<file path="src/rtl/lt_ir_pkg.sv">
// ----------------------------------------------------------------------------
// IR pulse decoder package
// Shared widths, reset values, phase and event codes, and the word that the
// classifier hands to the packet sequencer.
// ----------------------------------------------------------------------------
package lt_ir_pkg;

   localparam int TICK_WIDTH_DEFAULT = 24;
   localparam int DATA_WIDTH_DEFAULT = 16;
   localparam int COUNT_WIDTH        = 8;
   localparam int EVENT_WIDTH        = 4;
   localparam int CSR_INDEX_WIDTH    = 3;
   localparam int QUEUE_DEPTH        = 2;

   localparam int RESET_MARGIN          = 499;
   localparam int RESET_SHORT_PULSE_LEN = 2999;
   localparam int RESET_LONG_PULSE_LEN  = 5999;
   localparam int RESET_BIT_PAUSE_LEN   = 1999;
   localparam int RESET_ZERO_LEN        = 999;
   localparam int RESET_ONE_LEN         = 1999;

   typedef enum logic [2:0] {
      PH_IDLE     = 3'd0,
      PH_PSP      = 3'd1,
      PH_SYNC     = 3'd2,
      PH_BITPAUSE = 3'd3,
      PH_BIT      = 3'd4
   } lt_ir_phase_type;

   typedef enum logic [EVENT_WIDTH-1:0] {
      EV_PRESYNC       = 4'd0,
      EV_PRESYNC_PAUSE = 4'd1,
      EV_SYNC          = 4'd2,
      EV_LONG_SYNC     = 4'd3,
      EV_BIT_PAUSE     = 4'd4,
      EV_BIT           = 4'd5,
      EV_SIG           = 4'd6,
      EV_LONG_SIG      = 4'd7,
      EV_ERROR         = 4'd8
   } lt_ir_event_type;

   typedef enum logic [CSR_INDEX_WIDTH-1:0] {
      CSR_ACTIVE_LEVEL    = 3'd0,
      CSR_MARGIN          = 3'd1,
      CSR_SHORT_PULSE_LEN = 3'd2,
      CSR_LONG_PULSE_LEN  = 3'd3,
      CSR_BIT_PAUSE_LEN   = 3'd4,
      CSR_ZERO_LEN        = 3'd5,
      CSR_ONE_LEN         = 3'd6
   } lt_ir_csr_type;

   // window hits of one interval, independent of the packet phase
   typedef struct packed {
      logic short_hit;
      logic long_hit;
      logic pause_hit;
      logic zero_hit;
      logic one_hit;
      logic level_hit;
   } lt_ir_class_type;

endpackage

</file>
<file path="src/rtl/lt_ir_if.sv">
// ----------------------------------------------------------------------------
// IR pulse decoder channels
// Valid/ready channels for interval words, result words and register writes.
// ----------------------------------------------------------------------------
interface lt_ir_req_if #(
   parameter int TICK_WIDTH = lt_ir_pkg::TICK_WIDTH_DEFAULT
);
   logic                  valid;
   logic                  ready;
   logic [TICK_WIDTH-1:0] interval;
   logic                  level;

   modport source (output valid, output interval, output level, input ready);
   modport sink   (input valid, input interval, input level, output ready);
endinterface

interface lt_ir_rsp_if #(
   parameter int DATA_WIDTH = lt_ir_pkg::DATA_WIDTH_DEFAULT
);
   import lt_ir_pkg::*;
   logic                   valid;
   logic                   ready;
   logic [EVENT_WIDTH-1:0] event_res;
   logic                   bit_value;
   logic [COUNT_WIDTH-1:0] bit_count;
   logic [DATA_WIDTH-1:0]  signature_data;

   modport source (output valid, output event_res, output bit_value, output bit_count,
                   output signature_data, input ready);
   modport sink   (input valid, input event_res, input bit_value, input bit_count,
                   input signature_data, output ready);
endinterface

interface lt_ir_csr_if #(
   parameter int TICK_WIDTH = lt_ir_pkg::TICK_WIDTH_DEFAULT
);
   import lt_ir_pkg::*;
   logic                       valid;
   logic                       ready;
   logic [CSR_INDEX_WIDTH-1:0] reg_index;
   logic [TICK_WIDTH-1:0]      wr_data;

   modport source (output valid, output reg_index, output wr_data, input ready);
   modport sink   (input valid, input reg_index, input wr_data, output ready);
endinterface

</file>
<file path="src/rtl/lt_ir_front.sv">
// ----------------------------------------------------------------------------
// IR pulse decoder front end
// Holds the timing registers, accepts interval words and tests each one
// against every acceptance window.
// ----------------------------------------------------------------------------
module lt_ir_front #(
   parameter int TICK_WIDTH = lt_ir_pkg::TICK_WIDTH_DEFAULT
) (
   input  logic                       clock,
   input  logic                       reset,
   lt_ir_req_if.sink                  req_bus,
   lt_ir_csr_if.sink                  csr_bus,
   input  logic                       q_full,
   output logic                       q_push,
   output lt_ir_pkg::lt_ir_class_type q_word
);
   import lt_ir_pkg::*;

   logic                  active_level_ff, active_level_in;
   logic [TICK_WIDTH-1:0] margin_ff, margin_in;
   logic [TICK_WIDTH-1:0] short_len_ff, short_len_in;
   logic [TICK_WIDTH-1:0] long_len_ff, long_len_in;
   logic [TICK_WIDTH-1:0] pause_len_ff, pause_len_in;
   logic [TICK_WIDTH-1:0] zero_len_ff, zero_len_in;
   logic [TICK_WIDTH-1:0] one_len_ff, one_len_in;
   logic [TICK_WIDTH:0]   t_plus_m;

   // t in [len-m, len+m) with the lower edge clamped at zero:
   // t+m >= len covers the clamp, since t+m >= m > len there
   function automatic logic in_window(input logic [TICK_WIDTH:0] tpm,
                                      input logic [TICK_WIDTH-1:0] t,
                                      input logic [TICK_WIDTH-1:0] len,
                                      input logic [TICK_WIDTH-1:0] m);
      logic [TICK_WIDTH:0] hi;
      hi = {1'b0, len} + {1'b0, m};
      return (tpm >= {1'b0, len}) && ({1'b0, t} < hi);
   endfunction

   assign csr_bus.ready = 1'b1;
   assign req_bus.ready = !q_full;
   assign q_push        = req_bus.valid && !q_full;

   assign t_plus_m = {1'b0, req_bus.interval} + {1'b0, margin_ff};

   always_comb begin
      q_word.short_hit = in_window(t_plus_m, req_bus.interval, short_len_ff, margin_ff);
      q_word.long_hit  = in_window(t_plus_m, req_bus.interval, long_len_ff, margin_ff);
      q_word.pause_hit = in_window(t_plus_m, req_bus.interval, pause_len_ff, margin_ff);
      q_word.zero_hit  = in_window(t_plus_m, req_bus.interval, zero_len_ff, margin_ff);
      q_word.one_hit   = in_window(t_plus_m, req_bus.interval, one_len_ff, margin_ff);
      q_word.level_hit = (req_bus.level == active_level_ff);
   end

   always_comb begin
      active_level_in = active_level_ff;
      margin_in       = margin_ff;
      short_len_in    = short_len_ff;
      long_len_in     = long_len_ff;
      pause_len_in    = pause_len_ff;
      zero_len_in     = zero_len_ff;
      one_len_in      = one_len_ff;
      if (csr_bus.valid) begin
         case (lt_ir_csr_type'(csr_bus.reg_index))
            CSR_ACTIVE_LEVEL:    active_level_in = csr_bus.wr_data[0];
            CSR_MARGIN:          margin_in       = csr_bus.wr_data;
            CSR_SHORT_PULSE_LEN: short_len_in    = csr_bus.wr_data;
            CSR_LONG_PULSE_LEN:  long_len_in     = csr_bus.wr_data;
            CSR_BIT_PAUSE_LEN:   pause_len_in    = csr_bus.wr_data;
            CSR_ZERO_LEN:        zero_len_in     = csr_bus.wr_data;
            CSR_ONE_LEN:         one_len_in      = csr_bus.wr_data;
            default: begin
            end
         endcase
      end
   end

   always_ff @(posedge clock) begin
      if (reset) begin
         active_level_ff <= 1'b0;
         margin_ff       <= TICK_WIDTH'(RESET_MARGIN);
         short_len_ff    <= TICK_WIDTH'(RESET_SHORT_PULSE_LEN);
         long_len_ff     <= TICK_WIDTH'(RESET_LONG_PULSE_LEN);
         pause_len_ff    <= TICK_WIDTH'(RESET_BIT_PAUSE_LEN);
         zero_len_ff     <= TICK_WIDTH'(RESET_ZERO_LEN);
         one_len_ff      <= TICK_WIDTH'(RESET_ONE_LEN);
      end else begin
         active_level_ff <= active_level_in;
         margin_ff       <= margin_in;
         short_len_ff    <= short_len_in;
         long_len_ff     <= long_len_in;
         pause_len_ff    <= pause_len_in;
         zero_len_ff     <= zero_len_in;
         one_len_ff      <= one_len_in;
      end
   end

endmodule

</file>
<file path="src/rtl/lt_ir_queue.sv">
// ----------------------------------------------------------------------------
// IR pulse decoder queue
// Short first-in first-out buffer of classified words between the front end
// and the packet sequencer.
// ----------------------------------------------------------------------------
module lt_ir_queue (
   input  logic                       clock,
   input  logic                       reset,
   input  logic                       push,
   input  lt_ir_pkg::lt_ir_class_type push_word,
   output logic                       full,
   input  logic                       pop,
   output logic                       pop_valid,
   output lt_ir_pkg::lt_ir_class_type pop_word
);
   import lt_ir_pkg::*;

   localparam int PTR_WIDTH   = (QUEUE_DEPTH > 1) ? $clog2(QUEUE_DEPTH) : 1;
   localparam int COUNT_BITS  = $clog2(QUEUE_DEPTH + 1);

   lt_ir_class_type       mem_ff [QUEUE_DEPTH];
   logic [PTR_WIDTH-1:0]  wr_ptr_ff, wr_ptr_in;
   logic [PTR_WIDTH-1:0]  rd_ptr_ff, rd_ptr_in;
   logic [COUNT_BITS-1:0] count_ff, count_in;
   logic                  do_push, do_pop;

   assign full      = (count_ff == COUNT_BITS'(QUEUE_DEPTH));
   assign pop_valid = (count_ff != '0);
   assign pop_word  = mem_ff[rd_ptr_ff];
   assign do_push   = push && !full;
   assign do_pop    = pop && pop_valid;

   function automatic logic [PTR_WIDTH-1:0] ptr_next(input logic [PTR_WIDTH-1:0] p);
      return (p == PTR_WIDTH'(QUEUE_DEPTH - 1)) ? '0 : p + 1'b1;
   endfunction

   always_comb begin
      wr_ptr_in = do_push ? ptr_next(wr_ptr_ff) : wr_ptr_ff;
      rd_ptr_in = do_pop ? ptr_next(rd_ptr_ff) : rd_ptr_ff;
      count_in  = count_ff;
      if (do_push && !do_pop) begin
         count_in = count_ff + 1'b1;
      end else if (do_pop && !do_push) begin
         count_in = count_ff - 1'b1;
      end
   end

   always_ff @(posedge clock) begin
      if (reset) begin
         wr_ptr_ff <= '0;
         rd_ptr_ff <= '0;
         count_ff  <= '0;
      end else begin
         wr_ptr_ff <= wr_ptr_in;
         rd_ptr_ff <= rd_ptr_in;
         count_ff  <= count_in;
      end
   end

   always_ff @(posedge clock) begin
      if (do_push) begin
         mem_ff[wr_ptr_ff] <= push_word;
      end
   end

endmodule

</file>
<file path="src/rtl/lt_ir_back.sv">
// ----------------------------------------------------------------------------
// IR pulse decoder packet sequencer
// Walks the packet phases on classified words, shifts in data bits and
// loads result words into the output register.
// ----------------------------------------------------------------------------
module lt_ir_back #(
   parameter int DATA_WIDTH = lt_ir_pkg::DATA_WIDTH_DEFAULT
) (
   input  logic                       clock,
   input  logic                       reset,
   input  logic                       q_valid,
   input  lt_ir_pkg::lt_ir_class_type q_word,
   output logic                       q_pop,
   lt_ir_rsp_if.source                rsp_bus
);
   import lt_ir_pkg::*;

   lt_ir_phase_type        phase_ff, phase_in;
   logic [DATA_WIDTH-1:0]  shift_ff, shift_in;
   logic [COUNT_WIDTH-1:0] seen_ff, seen_in;
   logic                   long_seen_ff, long_seen_in;

   logic                   valid_ff, valid_in;
   lt_ir_event_type        event_ff, event_in;
   logic                   bit_ff, bit_in;
   logic [COUNT_WIDTH-1:0] count_ff, count_in;
   logic [DATA_WIDTH-1:0]  data_ff, data_in;
   logic                   has_res;

   // advance whenever the output register is free or being emptied
   assign q_pop = q_valid && (!valid_ff || rsp_bus.ready);

   always_comb begin
      phase_in     = phase_ff;
      shift_in     = shift_ff;
      seen_in      = seen_ff;
      long_seen_in = long_seen_ff;
      has_res      = 1'b0;
      event_in     = EV_ERROR;
      bit_in       = 1'b0;
      count_in     = '0;
      data_in      = '0;
      if (q_pop) begin
         has_res = 1'b1;
         case (phase_ff)
            PH_PSP: begin
               if (q_word.long_hit) begin
                  phase_in = PH_SYNC;
                  event_in = EV_PRESYNC_PAUSE;
               end else begin
                  phase_in = PH_IDLE;
               end
            end
            PH_SYNC: begin
               if (q_word.short_hit) begin
                  phase_in = PH_BITPAUSE;
                  event_in = EV_SYNC;
               end else if (q_word.long_hit) begin
                  phase_in     = PH_BITPAUSE;
                  long_seen_in = 1'b1;
                  event_in     = EV_LONG_SYNC;
               end else begin
                  phase_in = PH_IDLE;
               end
            end
            PH_BITPAUSE: begin
               if (q_word.pause_hit) begin
                  phase_in = PH_BIT;
                  event_in = EV_BIT_PAUSE;
               end else begin
                  phase_in = PH_IDLE;
                  // packet over: report the signature, or an error word if no bit came
                  if (seen_ff != '0) begin
                     event_in = long_seen_ff ? EV_LONG_SIG : EV_SIG;
                     count_in = seen_ff;
                     data_in  = shift_ff;
                  end
               end
            end
            PH_BIT: begin
               if (q_word.zero_hit || q_word.one_hit) begin
                  // zero window wins where the two overlap
                  bit_in   = !q_word.zero_hit;
                  shift_in = {shift_ff[DATA_WIDTH-2:0], !q_word.zero_hit};
                  if (seen_ff != {COUNT_WIDTH{1'b1}}) begin
                     seen_in = seen_ff + 1'b1;
                  end
                  phase_in = PH_BITPAUSE;
                  event_in = EV_BIT;
               end else begin
                  phase_in = PH_IDLE;
               end
            end
            default: begin
               phase_in = PH_IDLE;
               if (q_word.short_hit && q_word.level_hit) begin
                  shift_in     = '0;
                  seen_in      = '0;
                  long_seen_in = 1'b0;
                  phase_in     = PH_PSP;
                  event_in     = EV_PRESYNC;
               end else begin
                  // drop: noise while idle gives no word
                  has_res = 1'b0;
               end
            end
         endcase
      end
      valid_in = valid_ff && !rsp_bus.ready;
      if (has_res) begin
         valid_in = 1'b1;
      end
   end

   always_ff @(posedge clock) begin
      if (reset) begin
         phase_ff     <= PH_IDLE;
         shift_ff     <= '0;
         seen_ff      <= '0;
         long_seen_ff <= 1'b0;
         valid_ff     <= 1'b0;
      end else begin
         phase_ff     <= phase_in;
         shift_ff     <= shift_in;
         seen_ff      <= seen_in;
         long_seen_ff <= long_seen_in;
         valid_ff     <= valid_in;
      end
   end

   always_ff @(posedge clock) begin
      if (has_res) begin
         event_ff <= event_in;
         bit_ff   <= bit_in;
         count_ff <= count_in;
         data_ff  <= data_in;
      end
   end

   assign rsp_bus.valid          = valid_ff;
   assign rsp_bus.event_res      = event_ff;
   assign rsp_bus.bit_value      = bit_ff;
   assign rsp_bus.bit_count      = count_ff;
   assign rsp_bus.signature_data = data_ff;

endmodule

</file>
<file path="src/rtl/laser_tag_ir_pulse_decoder_unit.sv">
// ----------------------------------------------------------------------------
// IR pulse-width packet decoder
// Decodes pre-sync, sync and pulse-width data bits from pin edge intervals.
// ----------------------------------------------------------------------------
// Usage:
//   req_bus carries one word per pin edge (or upstream bit-pause timeout):
//   the interval in ticks and the pin level held during it.
//   rsp_bus returns at most one word per request: an event code, the bit
//   value for bit events, and count plus shifted data for signatures.
//   csr_bus writes the timing registers; write them only while idle.
//   Order: the accepting edge writes the classified word into the queue;
//   the sequencer pops it once the output register is free or being
//   emptied and loads the result there, which drives rsp_bus valid.
//   Throughput: one word per cycle while rsp_bus is not stalled, set by
//   the phase update in the sequencer; the window compares run in parallel.
//   Idle words that do not start a packet are consumed with no result.
//   When rsp_bus stalls, the result holds, the two-entry queue fills and
//   req_bus ready drops only once it is full.
//   Reset restores the register defaults, returns to idle and clears the
//   bit counter and shift register.
// ----------------------------------------------------------------------------
module laser_tag_ir_pulse_decoder_unit #(
   parameter int TICK_WIDTH = lt_ir_pkg::TICK_WIDTH_DEFAULT,
   parameter int DATA_WIDTH = lt_ir_pkg::DATA_WIDTH_DEFAULT
) (
   input  logic        clock,
   input  logic        reset,
   lt_ir_req_if.sink   req_bus,
   lt_ir_rsp_if.source rsp_bus,
   lt_ir_csr_if.sink   csr_bus
);
   import lt_ir_pkg::*;

   logic            q_full;
   logic            q_push;
   logic            q_pop;
   logic            q_valid;
   lt_ir_class_type push_word;
   lt_ir_class_type pop_word;

   lt_ir_front #(
      .TICK_WIDTH (TICK_WIDTH)
   ) u_front (
      .clock   (clock),
      .reset   (reset),
      .req_bus (req_bus),
      .csr_bus (csr_bus),
      .q_full  (q_full),
      .q_push  (q_push),
      .q_word  (push_word)
   );

   lt_ir_queue u_queue (
      .clock     (clock),
      .reset     (reset),
      .push      (q_push),
      .push_word (push_word),
      .full      (q_full),
      .pop       (q_pop),
      .pop_valid (q_valid),
      .pop_word  (pop_word)
   );

   lt_ir_back #(
      .DATA_WIDTH (DATA_WIDTH)
   ) u_back (
      .clock   (clock),
      .reset   (reset),
      .q_valid (q_valid),
      .q_word  (pop_word),
      .q_pop   (q_pop),
      .rsp_bus (rsp_bus)
   );

   a_no_push_when_full: assert property (@(posedge clock) disable iff (reset)
      !(q_push && q_full))
      else $error("push into a full queue");

   a_pop_when_free: assert property (@(posedge clock) disable iff (reset)
      (q_valid && (!rsp_bus.valid || rsp_bus.ready)) |-> q_pop)
      else $error("sequencer stalled with a free output register");

   a_reset_clears_rsp: assert property (@(posedge clock)
      reset |=> !rsp_bus.valid)
      else $error("result valid right after reset");

   a_full_blocks_req: assert property (@(posedge clock) disable iff (reset)
      q_full |-> !req_bus.ready)
      else $error("request taken while queue full");

endmodule
</file>
<file path="src/flat_wrapper.sv">
// flat-port wrapper written by rule: the top's interface ports become plain ports
module laser_tag_ir_pulse_decoder_unit_flat import lt_ir_pkg::*;
#(
   parameter int TICK_WIDTH = lt_ir_pkg::TICK_WIDTH_DEFAULT,
   parameter int DATA_WIDTH = lt_ir_pkg::DATA_WIDTH_DEFAULT
)
  (clock, reset, req_bus_valid, req_bus_interval, req_bus_level, req_bus_ready, rsp_bus_valid, rsp_bus_event_res, rsp_bus_bit_value, rsp_bus_bit_count, rsp_bus_signature_data, rsp_bus_ready, csr_bus_valid, csr_bus_reg_index, csr_bus_wr_data, csr_bus_ready);
  lt_ir_req_if #(.TICK_WIDTH(TICK_WIDTH)) req_bus_i ();
  lt_ir_rsp_if #(.DATA_WIDTH(DATA_WIDTH)) rsp_bus_i ();
  lt_ir_csr_if #(.TICK_WIDTH(TICK_WIDTH)) csr_bus_i ();
  input  logic clock;
  input  logic reset;
  input wire logic [$bits(req_bus_i.valid)-1:0] req_bus_valid;
  input wire logic [$bits(req_bus_i.interval)-1:0] req_bus_interval;
  input wire logic [$bits(req_bus_i.level)-1:0] req_bus_level;
  output wire logic [$bits(req_bus_i.ready)-1:0] req_bus_ready;
  output wire logic [$bits(rsp_bus_i.valid)-1:0] rsp_bus_valid;
  output wire logic [$bits(rsp_bus_i.event_res)-1:0] rsp_bus_event_res;
  output wire logic [$bits(rsp_bus_i.bit_value)-1:0] rsp_bus_bit_value;
  output wire logic [$bits(rsp_bus_i.bit_count)-1:0] rsp_bus_bit_count;
  output wire logic [$bits(rsp_bus_i.signature_data)-1:0] rsp_bus_signature_data;
  input wire logic [$bits(rsp_bus_i.ready)-1:0] rsp_bus_ready;
  input wire logic [$bits(csr_bus_i.valid)-1:0] csr_bus_valid;
  input wire logic [$bits(csr_bus_i.reg_index)-1:0] csr_bus_reg_index;
  input wire logic [$bits(csr_bus_i.wr_data)-1:0] csr_bus_wr_data;
  output wire logic [$bits(csr_bus_i.ready)-1:0] csr_bus_ready;
  assign req_bus_i.valid = req_bus_valid;
  assign req_bus_i.interval = req_bus_interval;
  assign req_bus_i.level = req_bus_level;
  assign req_bus_ready = req_bus_i.ready;
  assign rsp_bus_valid = rsp_bus_i.valid;
  assign rsp_bus_event_res = rsp_bus_i.event_res;
  assign rsp_bus_bit_value = rsp_bus_i.bit_value;
  assign rsp_bus_bit_count = rsp_bus_i.bit_count;
  assign rsp_bus_signature_data = rsp_bus_i.signature_data;
  assign rsp_bus_i.ready = rsp_bus_ready;
  assign csr_bus_i.valid = csr_bus_valid;
  assign csr_bus_i.reg_index = csr_bus_reg_index;
  assign csr_bus_i.wr_data = csr_bus_wr_data;
  assign csr_bus_ready = csr_bus_i.ready;
  laser_tag_ir_pulse_decoder_unit #(.TICK_WIDTH(TICK_WIDTH), .DATA_WIDTH(DATA_WIDTH)) u_core (.clock(clock), .reset(reset), .req_bus(req_bus_i), .rsp_bus(rsp_bus_i), .csr_bus(csr_bus_i));
endmodule
</file>
<file path="config.mk">
export PLATFORM = sky130hd
export DESIGN_NAME = laser_tag_ir_pulse_decoder_unit_flat
export DESIGN_NICKNAME = d
export VERILOG_FILES = /design/src/rtl/lt_ir_pkg.sv /design/src/rtl/lt_ir_if.sv /design/src/rtl/lt_ir_front.sv /design/src/rtl/lt_ir_queue.sv /design/src/rtl/lt_ir_back.sv /design/src/rtl/laser_tag_ir_pulse_decoder_unit.sv /design/src/flat_wrapper.sv
export SDC_FILE = /design/constraint.sdc
export NUM_CORES = 1
export LEC_CHECK = 0
export BUFFER_PORTS_ARGS = -buffer_cell sky130_fd_sc_hd__buf_2
export CAP_MARGIN = 20
export CORE_ASPECT_RATIO = 1.25
export CORE_MARGIN = 5
export CORE_UTILIZATION = 63
export DETAILED_ROUTE_END_ITERATION = 16
export PLACE_DENSITY = 0.81
export SYNTH_ARGS = -nofsm -noshare
export SYNTH_HDL_FRONTEND = slang
export SYNTH_SLANG_ARGS = --single-unit
</file>
<file path="constraint.sdc">
create_clock -name clock -period 5.66 [get_ports clock]
set_input_delay 0.566 -clock clock [delete_from_list [all_inputs] [get_ports clock]]
set_output_delay 0.566 -clock clock [all_outputs]
set_load 0.05 [all_outputs]
</file>
[Word level (Yosys, flattened, before mapping)]
Memories as Yosys holds them, arrays and structs flattened. A register that Yosys moved wholly into a read port is not among the register bits.
Index checks and enable logic that the tools add are counted.
Widths: inputs -> output; s select.
Cells by class
  add/subtract/negate cells: 11
  eq/ne operators: 17
  reductions and logical operators: 42
  mux-type cells: 39
  bitwise operators: 5
  order comparisons: 10
Operator list (number)
  $add 24x24->25: 6
  $ge 25x24->1: 5
  $lt 24x25->1: 5
  $mux 16: 2
  $pmux 16 s2: 1
  $mux 4: 7
  $mux 8: 3
  $pmux 4 s4: 1
  $pmux 8 s2: 1
  $mux 1: 15
  $reduce_and 2->1: 7
  $logic_and 1x1->1: 13
  $eq 3x2->1 const B: 4
  $eq 3x3->1 const B: 4
  $mux 2: 6
  $pmux 3 s4: 1
  $reduce_and 5->1: 2
  $add 8x1->8 const B: 1
  $ne 8x8->1 const B: 1
  $reduce_bool 2->1: 4
  $reduce_bool 8->1: 1
  $reduce_or 4->1: 2
  $eq 3x1->1 const B: 2
  $logic_not 1->1: 6
  15 further kinds: 24
Word-level totals
  register bits: 207
  logic and storage cells: 144
  bits in writable memories: 12
  bits of input ports: 57
  output and inout bits: 32
  memories kept: 1
Memories
  u_core.u_queue.mem_ff: depth 2, width 6, rd ports 1, clocked after memory_dff 1, wr ports 1, RTL line lt_ir_queue.sv:21  | lt_ir_class_type mem_ff [QUEUE_DEPTH];

[Longest topological paths before layout]
Gate-level depths: netlist (run 1).
  word-level depth: 8
  depth in mapped cells: 22
  depth with buffers taken out: 22

[Cells and area by module]
Synthesis (run 1) repeated with hierarchy kept, for this count alone.
Second synthesis, totals
  cell total of the unflattened synthesis: 2477
  area total of the unflattened synthesis: 20245.7 µm²
Modules (own cells, without submodules)
  lt_ir_front: sequential area each 2902.8 µm², cells each 2204, area each 17070.1 µm², instances 1
  lt_ir_back: sequential area each 1451.4 µm², cells each 229, area each 2523.7 µm², instances 1
  lt_ir_queue: sequential area each 460.4 µm², cells each 44, area each 651.9 µm², instances 1

[Worst setup path after synthesis (run 1)]
No wires, ideal clock.
  kind: input -> register
  start: input port req_bus_interval[0]
  end: memory u_core.u_queue.mem_ff[0][2] (netlist bit) (data pin)
  required time: 5.398 ns
  path slack: 1.514 ns
  setup time: 0.262 ns
  stages: 17
  buffers on the path: 0
  data arrival time: 3.883 ns
  cell sequence: ha_1 inv_1 fa_1 nor2b_1 o21ai_1 o22ai_1 o21a_1 a311o_1 a221o_1 a31o_1 a21oi_2 xnor2_1 ha_1 a2111o_1 a211oi_1 a21oi_1 a2bb2oi_1
RTL lines
  start, declared: RTL line flat_wrapper.sv:14  | input wire logic [$bits(req_bus_i.interval)-1:0] req_bus_interval;
  end, declared: RTL line lt_ir_queue.sv:21

==> results.md, run 1 <==
* Result of the run: complete, no violations
* Clock sink total at between 200 and 250
* Number of nets in the finished design at 2968
* Clk pin slew, worst setup/hold paths at 0.06 ns
* Signed area change from the synthesized netlist to the final layout at 8.918%
* CTS tree: done
* Power per cell area at roughly 250 mW/mm2
* Total number of vias at approximately 19000
* Drt via density at 6.487
* Largest stage delay on the critical path at ~0.77 ns
* Most area-hungry cell type in the Yosys netlist: sky130_fd_sc_hd__ha_1
* Switching fraction of total power at 36.53%
* Peak supply drop at 0.2875 mV
* Critical path class: reg2reg
* Startpoint kind of the worst setup timing path: register
* Post-Syn Instances at about 2500
* Routed wirelength normalized by instance count at 23.44 um
* CP delay by family, top: compound AO/OA/AOI/OAI gates
* Count of antenna diodes in the layout at 0
* Post-detail-place hpwl at 53.69 mm
* Number of nets still failing antenna checks after routing at 0
* Nature of the critical path endpoint: register
* Count of state elements after synthesis at 220
* Most frequently used flop master after synthesis: sky130_fd_sc_hd__dfxtp_1
* Cells taking the most area after synthesis: sky130_fd_sc_hd__ha_1, sky130_fd_sc_hd__dfxtp_1, sky130_fd_sc_hd__a21oi_1
* Final standard cell utilization of the core at 69.81%
* Post-synth top area share at 23.99%
* Sequential-to-total area share from yosys stat at around a quarter
* Wire length of the first global-routing pass at 104.4 mm
* Number of buffers inserted by port buffering at 87
* Last weighted congestion value of the routability-driven placer at 1.070
* Share of layout cells above drive strength 1 at approximately 6.6%
* Die Outline Area at 0.03530 mm2
* Static Leakage at 9.708 nW
* Dpl cells at roughly 2900
* Post-synthesis instance area at 0.01992 mm2
* Post-synthesis area per instance at 8.128 um2
* Sequential share of power at 34.6%
* Cell row count at 72
* Fill cell count at 2584
* Initial antenna violation count at 0
* WP data arrival at 5.77 ns
* Fin crit share at a little over nine tenths
* Master of the slowest instance on the critical path: sky130_fd_sc_hd__a2111oi_0
* Worst clock skew at 0.01412 ns
* Number of pins with negative max-slew slack in the final report at 0
* CP Max Fanout at 7
* Clock network latency to the later pin of the worst-skew pair at 0.55 ns
* Total global routing overflow at 0
* Async set-or-reset flop fraction in the synthesized netlist at 0%
* Number of nets produced by synthesis at 2896
* Combinational cell fraction of total power at 32.9%
* Actual transition at the worst max-transition pin at 1.084 ns
* Number of non-filler instances in the completed layout at slightly below 3000
* Maximum clock path buffer count at 3
* Post-layout instance area at 0.02170 mm2
* Number of buffers inserted for hold repair after clock tree synthesis at 0
* Leading cell type in the layout, fill and taps excluded: sky130_fd_sc_hd__ha_1
* Max-cap violations at 0
* Die extent in x at 169.1 um
* Worst slew margin relative to its limit at 27.54%
* Required time worst endpoint at 6.01 ns
* CTS-repair resized insts at 0
* Pin count of the biggest net entering global routing at 90
* Post-synthesis cell type count at 71
* Internal Pwr Total at 3.384 mW
* Area of the placeable core at 0.03108 mm2
* Number of synthesized flops with an enable pin at 41
* Drt first pass iters at 7
* WP buf/inv at 1
* Violation count after the first detailed-routing iteration at 1797
* Total DRC errors in the routed layout at 0
* Vertical die dimension at 208.8 um
* Clock share of power at approximately a third
* Fmax at 184.7 MHz
* Total CTS buffers at 25
* Power after layout at 5.333 mW
* Wire length after detailed routing at between 60 and 70 mm
* Number of buffers inserted to repair setup after CTS at 0
* YS warnings at 0
* Path category of the worst min-delay check: in2reg
* Starting density of the core at 64.10%
* Deepest level of the CTS H-tree at 1
* Count of endpoints failing setup in the final report at 0
* Switching power of the nets at between 1.5 and 2 mW
* Sum Neg Setup Slack at 0 ns
* Flop-to-flop setup slack at 0.25 ns
* RSZ-0062 raised after global routing: false
* Total global-route track usage at 37.67%
* Minimum clock period after layout at 5.413 ns
* Post-Place Cell Area at between 0.02 and 0.025 mm2
* Sequence of cells on the critical path: inv_1, fa_1, nand2b_1, a2111oi_0, o21ai_0, nand3_1, nand2_1, o211a_1, o21ai_0, a21oi_1, xor2_1, ha_1, or4_1, a21oi_1, o21ai_0, a21oi_1
* Number of global-route vias before repair at 18699
* IO Count at 89
* Final hold vios at 0
* Cell at the root of the clock tree: sky130_fd_sc_hd__clkbuf_16
* Top library cells by usage in the layout, fill and taps aside: sky130_fd_sc_hd__ha_1, sky130_fd_sc_hd__nand2_1, sky130_fd_sc_hd__a21oi_1, sky130_fd_sc_hd__dfxtp_1, sky130_fd_sc_hd__inv_1
sequential cells by signal (all words and copies together), names as in the netlist, 2 cells and up, named ones only:
name / count
u_core.u_queue.mem_ff: 12
u_core.u_back.seen_ff: 8
u_core.u_back.rsp_bus.bit_count: 8
u_core.u_front.short_len_ff: 24
u_core.u_front.margin_ff: 24
u_core.u_front.one_len_ff: 24
u_core.u_back.rsp_bus.event_res: 4
u_core.u_back.shift_ff: 16
u_core.u_front.long_len_ff: 24
u_core.u_front.pause_len_ff: 24
u_core.u_front.zero_len_ff: 24
u_core.u_back.rsp_bus.signature_data: 16
u_core.u_back.phase_ff: 3
u_core.u_queue.count_ff: 2
cell usage after synthesis, types with 39 or more instances:
cell type / n
sky130_fd_sc_hd__ha_1: 382
sky130_fd_sc_hd__nand2_1: 312
sky130_fd_sc_hd__a21oi_1: 266
sky130_fd_sc_hd__dfxtp_1: 179
sky130_fd_sc_hd__inv_1: 160
sky130_fd_sc_hd__nor2_1: 151
sky130_fd_sc_hd__o21ai_0: 114
sky130_fd_sc_hd__a21o_1: 96
sky130_fd_sc_hd__xor2_1: 73
sky130_fd_sc_hd__xnor2_1: 61
sky130_fd_sc_hd__clkbuf_1: 53
sky130_fd_sc_hd__nand3_1: 50
sky130_fd_sc_hd__nand2b_1: 42
sky130_fd_sc_hd__edfxtp_1: 41
sky130_fd_sc_hd__nor3_1: 39
area by class of cell:
| cell class | count | area [um2] | area share, % |
|---|---|---|---|
| clock buffers | 33 | 715.7 | 3.298 |
| clock inverters | 13 | 162.7 | 0.7496 |
| inverters | 161 | 604.3 | 2.785 |
| multi-input cells | 2013 | 14300 | 65.91 |
| flip-flops and latches | 220 | 4815 | 22.19 |
| well taps | 407 | 509.2 | 2.347 |
| repair buffers | 102 | 590.6 | 2.722 |
power groups by stage:
stage	Sequential (mW)	Combinational (mW)	Clock, mW
global placement	1.87	1.65	0
CTS	1.84	1.70	1.74
detailed placement	1.88	1.69	0
global route	1.85	1.91	1.81
floorplan	2.05	1.02	0
finish	1.84	1.75	1.74
metal layers:
layer | share of wire, % | up-vias | track usage (%)
li1 | - | 9005 | -
met2 | 45 | 945 | 61.84
met4 | 11 | 0 | 31.57
met3 | 7.4 | 307 | 4.707
met1 | 37 | 8872 | 43.36
met5 | 0 | - | 0
logic make-up (layout without fill, tap and decap cells):
| group | count (synthesis) | after routing | synth area share (%) |
|---|---|---|---|
| compound gates | 708 | 708 | 22.52 |
| simple gates | 777 | 777 | 18.40 |
| fa+ha+maj | 388 | 388 | 24.59 |
| xor+xnor | 134 | 134 | 5.891 |
| mux | 5 | 5 | 0.2638 |
| other cells | 1 | 1 | 0.01882 |
| buf+inv | 218 | 309 | 4.145 |
| flops | 220 | 220 | 24.17 |
worst reg2reg max path: stages, from the launching register on:
cell and delay [ns]:
sky130_fd_sc_hd__dfxtp_1 0.52, sky130_fd_sc_hd__inv_1 0.30, sky130_fd_sc_hd__fa_1 0.51, sky130_fd_sc_hd__nand2b_1 0.35, sky130_fd_sc_hd__a2111oi_0 0.78, sky130_fd_sc_hd__o21ai_0 0.34
sky130_fd_sc_hd__nand3_1 0.21, sky130_fd_sc_hd__nand2_1 0.13, sky130_fd_sc_hd__o211a_1 0.29, sky130_fd_sc_hd__o21ai_0 0.16, sky130_fd_sc_hd__a21oi_1 0.10, sky130_fd_sc_hd__xor2_1 0.16
sky130_fd_sc_hd__ha_1 0.20, sky130_fd_sc_hd__or4_1 0.51, sky130_fd_sc_hd__a21oi_1 0.13, sky130_fd_sc_hd__o21ai_0 0.21, sky130_fd_sc_hd__a21oi_1 0.32
worst paths after layout:
kind	cells past startpoint	to	startpoint
worst max-delay path	16	u_core.u_queue.mem_ff[1][3]	u_core.u_front.margin_ff[1]
worst min-delay path	3	u_core.u_front.one_len_ff[14]	csr_bus_wr_data[14]
worst max register to register	16	u_core.u_queue.mem_ff[1][3]	u_core.u_front.margin_ff[1]
worst min register to register	2	u_core.u_front.short_len_ff[16]	u_core.u_front.short_len_ff[16]
metrics by stage:
| stage | setup WS [ns] | hold WS, ns |
|---|---|---|
| after global placement | 0.5272 | 0.4558 |
| after global routing | 0.2128 | 0.3079 |
| after floorplan | 1.514 | 0.4368 |
| after CTS | 0.4645 | 0.2894 |
| final | 0.2469 | 0.3105 |
| after detailed placement | 0.4640 | 0.4697 |
Note: power is estimated with default switching activity, not from simulation.
==> run 2, diff against run 1 <==
--- a/config.mk
+++ b/config.mk
@@ -8,9 +8,10 @@
 export BUFFER_PORTS_ARGS = -buffer_cell sky130_fd_sc_hd__buf_2
 export CAP_MARGIN = 20
 export CORE_ASPECT_RATIO = 1.25
-export CORE_MARGIN = 5
+export CORE_MARGIN = 8
 export CORE_UTILIZATION = 63
 export DETAILED_ROUTE_END_ITERATION = 16
+export GPL_TIMING_DRIVEN = 0
 export PLACE_DENSITY = 0.81
 export SYNTH_ARGS = -nofsm -noshare
 export SYNTH_HDL_FRONTEND = slang
==> run 2 against run 1 <==
- setup slack lost 0.10 ns
- non-clock buffer count rose by 49
- core utilization is 0.30 points lower
- global-route usage is 3.8 points lower
- clock-buffer cell count grew 1
- largest cell class unchanged
- largest power group unchanged
- clock power is 3% higher
==> results.md, run 2 (synthesized netlist as in run 1, its figures left out) <==
* Result of the run: complete, no violations
* Total DRC errors in the routed layout at 0
* Cell row count at between 70 and 80
* Routed wirelength normalized by instance count at 22.09 um
* Cell at the root of the clock tree: sky130_fd_sc_hd__clkbuf_16
* Power after layout at 5.398 mW
* Number of nets still failing antenna checks after routing at 0
* Last weighted congestion value of the routability-driven placer at roughly 1.0
* Starting density of the core at approximately 63%
* WP data arrival at roughly 5.8 ns
* Vertical die dimension at 214.8 um
* Clock sink total at 220
* Initial antenna violation count at 0
* CTS tree: done
* Total global routing overflow at 0
* Clock network latency to the later pin of the worst-skew pair at 0.55 ns
* Clk pin slew, worst setup/hold paths at 0.06 ns
* Violation count after the first detailed-routing iteration at 1448
* Number of global-route vias before repair at between 15000 and 20000
* CP Max Fanout at 7
* Total CTS buffers at 25
* Max-cap violations at 0
* Area of the placeable core at approximately 0.032 mm2
* Share of layout cells above drive strength 1 at 6.291%
* Total number of vias at 19099
* Routed met1 length at 25.13 mm
* Nature of the critical path endpoint: register
* Fin crit share at between 90 and 100%
* Worst slew margin relative to its limit at 26.65%
* Peak supply drop at 0.3096 mV
* Fill cell count at 2610
* Count of endpoints failing setup in the final report at 0
* Worst clock skew at 0.008010 ns
* Wire length of the first global-routing pass at 100.9 mm
* Leading cell type in the layout, fill and taps excluded: sky130_fd_sc_hd__ha_1
* Number of non-filler instances in the completed layout at 3003
* Required time worst endpoint at 5.89 ns
* Startpoint kind of the worst setup timing path: register
* Pin count of the biggest net entering global routing at 31
* Top library cells by usage in the layout, fill and taps aside: sky130_fd_sc_hd__ha_1, sky130_fd_sc_hd__nand2_1, sky130_fd_sc_hd__a21oi_1, sky130_fd_sc_hd__dfxtp_1, sky130_fd_sc_hd__inv_1
* Met3 wirelength from detailed routing at between 4 and 5 mm
* Static Leakage at ~10 nW
* Die Outline Area at 0.03760 mm2
* Number of buffers inserted by port buffering at 86
* Number of nets in the finished design at between 3000 and 4000
* Count of antenna diodes in the layout at 0
* Minimum clock period after layout at 5.516 ns
* Drt first pass iters at 5
* IO Count at 89
* Final hold vios at 0
* Pre-CTS WS at -0.1546 ns
* Maximum clock path buffer count at 3
* Critical path class: reg2reg
* Post-detail-place hpwl at 53.52 mm
* Signed area change from the synthesized netlist to the final layout at 9.961%
* Total global-route track usage at 33.92%
* Deepest level of the CTS H-tree at 1
* Actual transition at the worst max-transition pin at 1.092 ns
* Path category of the worst min-delay check: in2reg
* Max layer used: met4
* Dpl cells at between 2000 and 3000
* Routed length on met2 at 30.53 mm
* Drt via density at 6.360
* Fmax at 181.3 MHz
* Number of buffers inserted for hold repair after clock tree synthesis at 0
* RSZ-0062 raised after global routing: true
* Power per cell area at 246.4 mW/mm2
* Number of pins with negative max-slew slack in the final report at 0
* Setup slack of the critical path after layout at 0.1442 ns
* Wire length after detailed routing at 66.32 mm
* Die extent in x at 175.1 um
==> run 2: cell count changes in the layout (fill, tap and decap cells not counted), sizes merged <==
cell and change:
bufinv +2, clkbuf +55, inv -2, clkinv -1, buf -5
==> run 2: worst paths after layout <==
kind / start / slack [ns] / to / cells after the start
setup / recovery: u_core.u_front.margin_ff[1] / 0.14 / u_core.u_queue.mem_ff[0][3] / 21
hold / removal: rsp_bus_ready / 0.34 / u_core.u_back.rsp_bus.valid / 3
setup reg to reg: u_core.u_front.margin_ff[1] / 0.14 / u_core.u_queue.mem_ff[0][3] / 21
hold reg to reg: u_core.u_front.one_len_ff[23] / 0.48 / u_core.u_front.one_len_ff[23] / 2
==> run 2: worst max-delay path, stage by stage, from the launching register on <==
cell and delay [ns]:
sky130_fd_sc_hd__dfxtp_1 0.63, sky130_fd_sc_hd__clkinvlp_4 0.16, sky130_fd_sc_hd__buf_4 0.19, sky130_fd_sc_hd__fa_1 0.44
sky130_fd_sc_hd__nor2b_1 0.12, sky130_fd_sc_hd__o21ai_1 0.09, sky130_fd_sc_hd__o22ai_1 0.22, sky130_fd_sc_hd__o21a_1 0.31
sky130_fd_sc_hd__a311o_1 0.40, sky130_fd_sc_hd__a21oi_2 0.12, sky130_fd_sc_hd__inv_1 0.07, sky130_fd_sc_hd__nand2_1 0.08
sky130_fd_sc_hd__xnor2_2 0.42, sky130_fd_sc_hd__ha_1 0.34, sky130_fd_sc_hd__a21o_1 0.17, sky130_fd_sc_hd__a21o_1 0.17
sky130_fd_sc_hd__a21oi_1 0.16, sky130_fd_sc_hd__nor2b_1 0.06, sky130_fd_sc_hd__o21ai_0 0.15, sky130_fd_sc_hd__nand2b_1 0.08
sky130_fd_sc_hd__a2111oi_1 0.54, sky130_fd_sc_hd__a21oi_1 0.25
==> run 2: stage by stage <==
step | utilization, % | hold slack, ns | setup TNS, ns | area, um2
after floorplan | - | 0.4368 | 0 | 19920
final | 69.52 | 0.3391 | 0 | 21910
after global placement | 66.22 | 0.4603 | -0.6023 | 20870
after CTS | 69.18 | 0.3263 | 0 | 21800
after detailed placement | 66.24 | 0.4722 | -0.4644 | 20870
after global routing | 69.52 | 0.3420 | -0.09502 | 21910
==> run 2: per-layer routing <==
metal / GRT usage [%] / vias to the layer above
li1: - / 9122
met1: 37.77 / 8872
met2: 56.12 / 813
met3: 4.543 / 292
met4: 29.80 / 0
met5: 0 / -
==> run 2: area by class of cell <==
| cell class | count | area, um2 | share of cell area, % |
|---|---|---|---|
| Buffer | 57 | 221.5 | 1.011 |
| Clock buffer | 34 | 699.4 | 3.193 |
| Clock inverter | 12 | 196.4 | 0.8967 |
| Inverter | 161 | 608.1 | 2.776 |
| Multi-Input combinational cell | 2013 | 14340 | 65.47 |
| Sequential cell | 220 | 4815 | 21.98 |
| Tap cell | 412 | 515.5 | 2.353 |
| Timing Repair Buffer | 94 | 508.0 | 2.319 |
==> run 2: what timing repair did <==
action / CTS / global route
gates resized for setup: 4 / 8
pin swaps: 0 / 0
setup buffers: 0 / 5
endpoints found under the setup margin: 6 / 8
==> run 2: power breakdown <==
group          internal (mW)  switching, mW  total (mW)
Clock                   1.10          0.697        1.79
Combinational          0.609           1.17        1.78
Sequential              1.75         0.0778        1.83
Total                   3.45           1.94        5.40
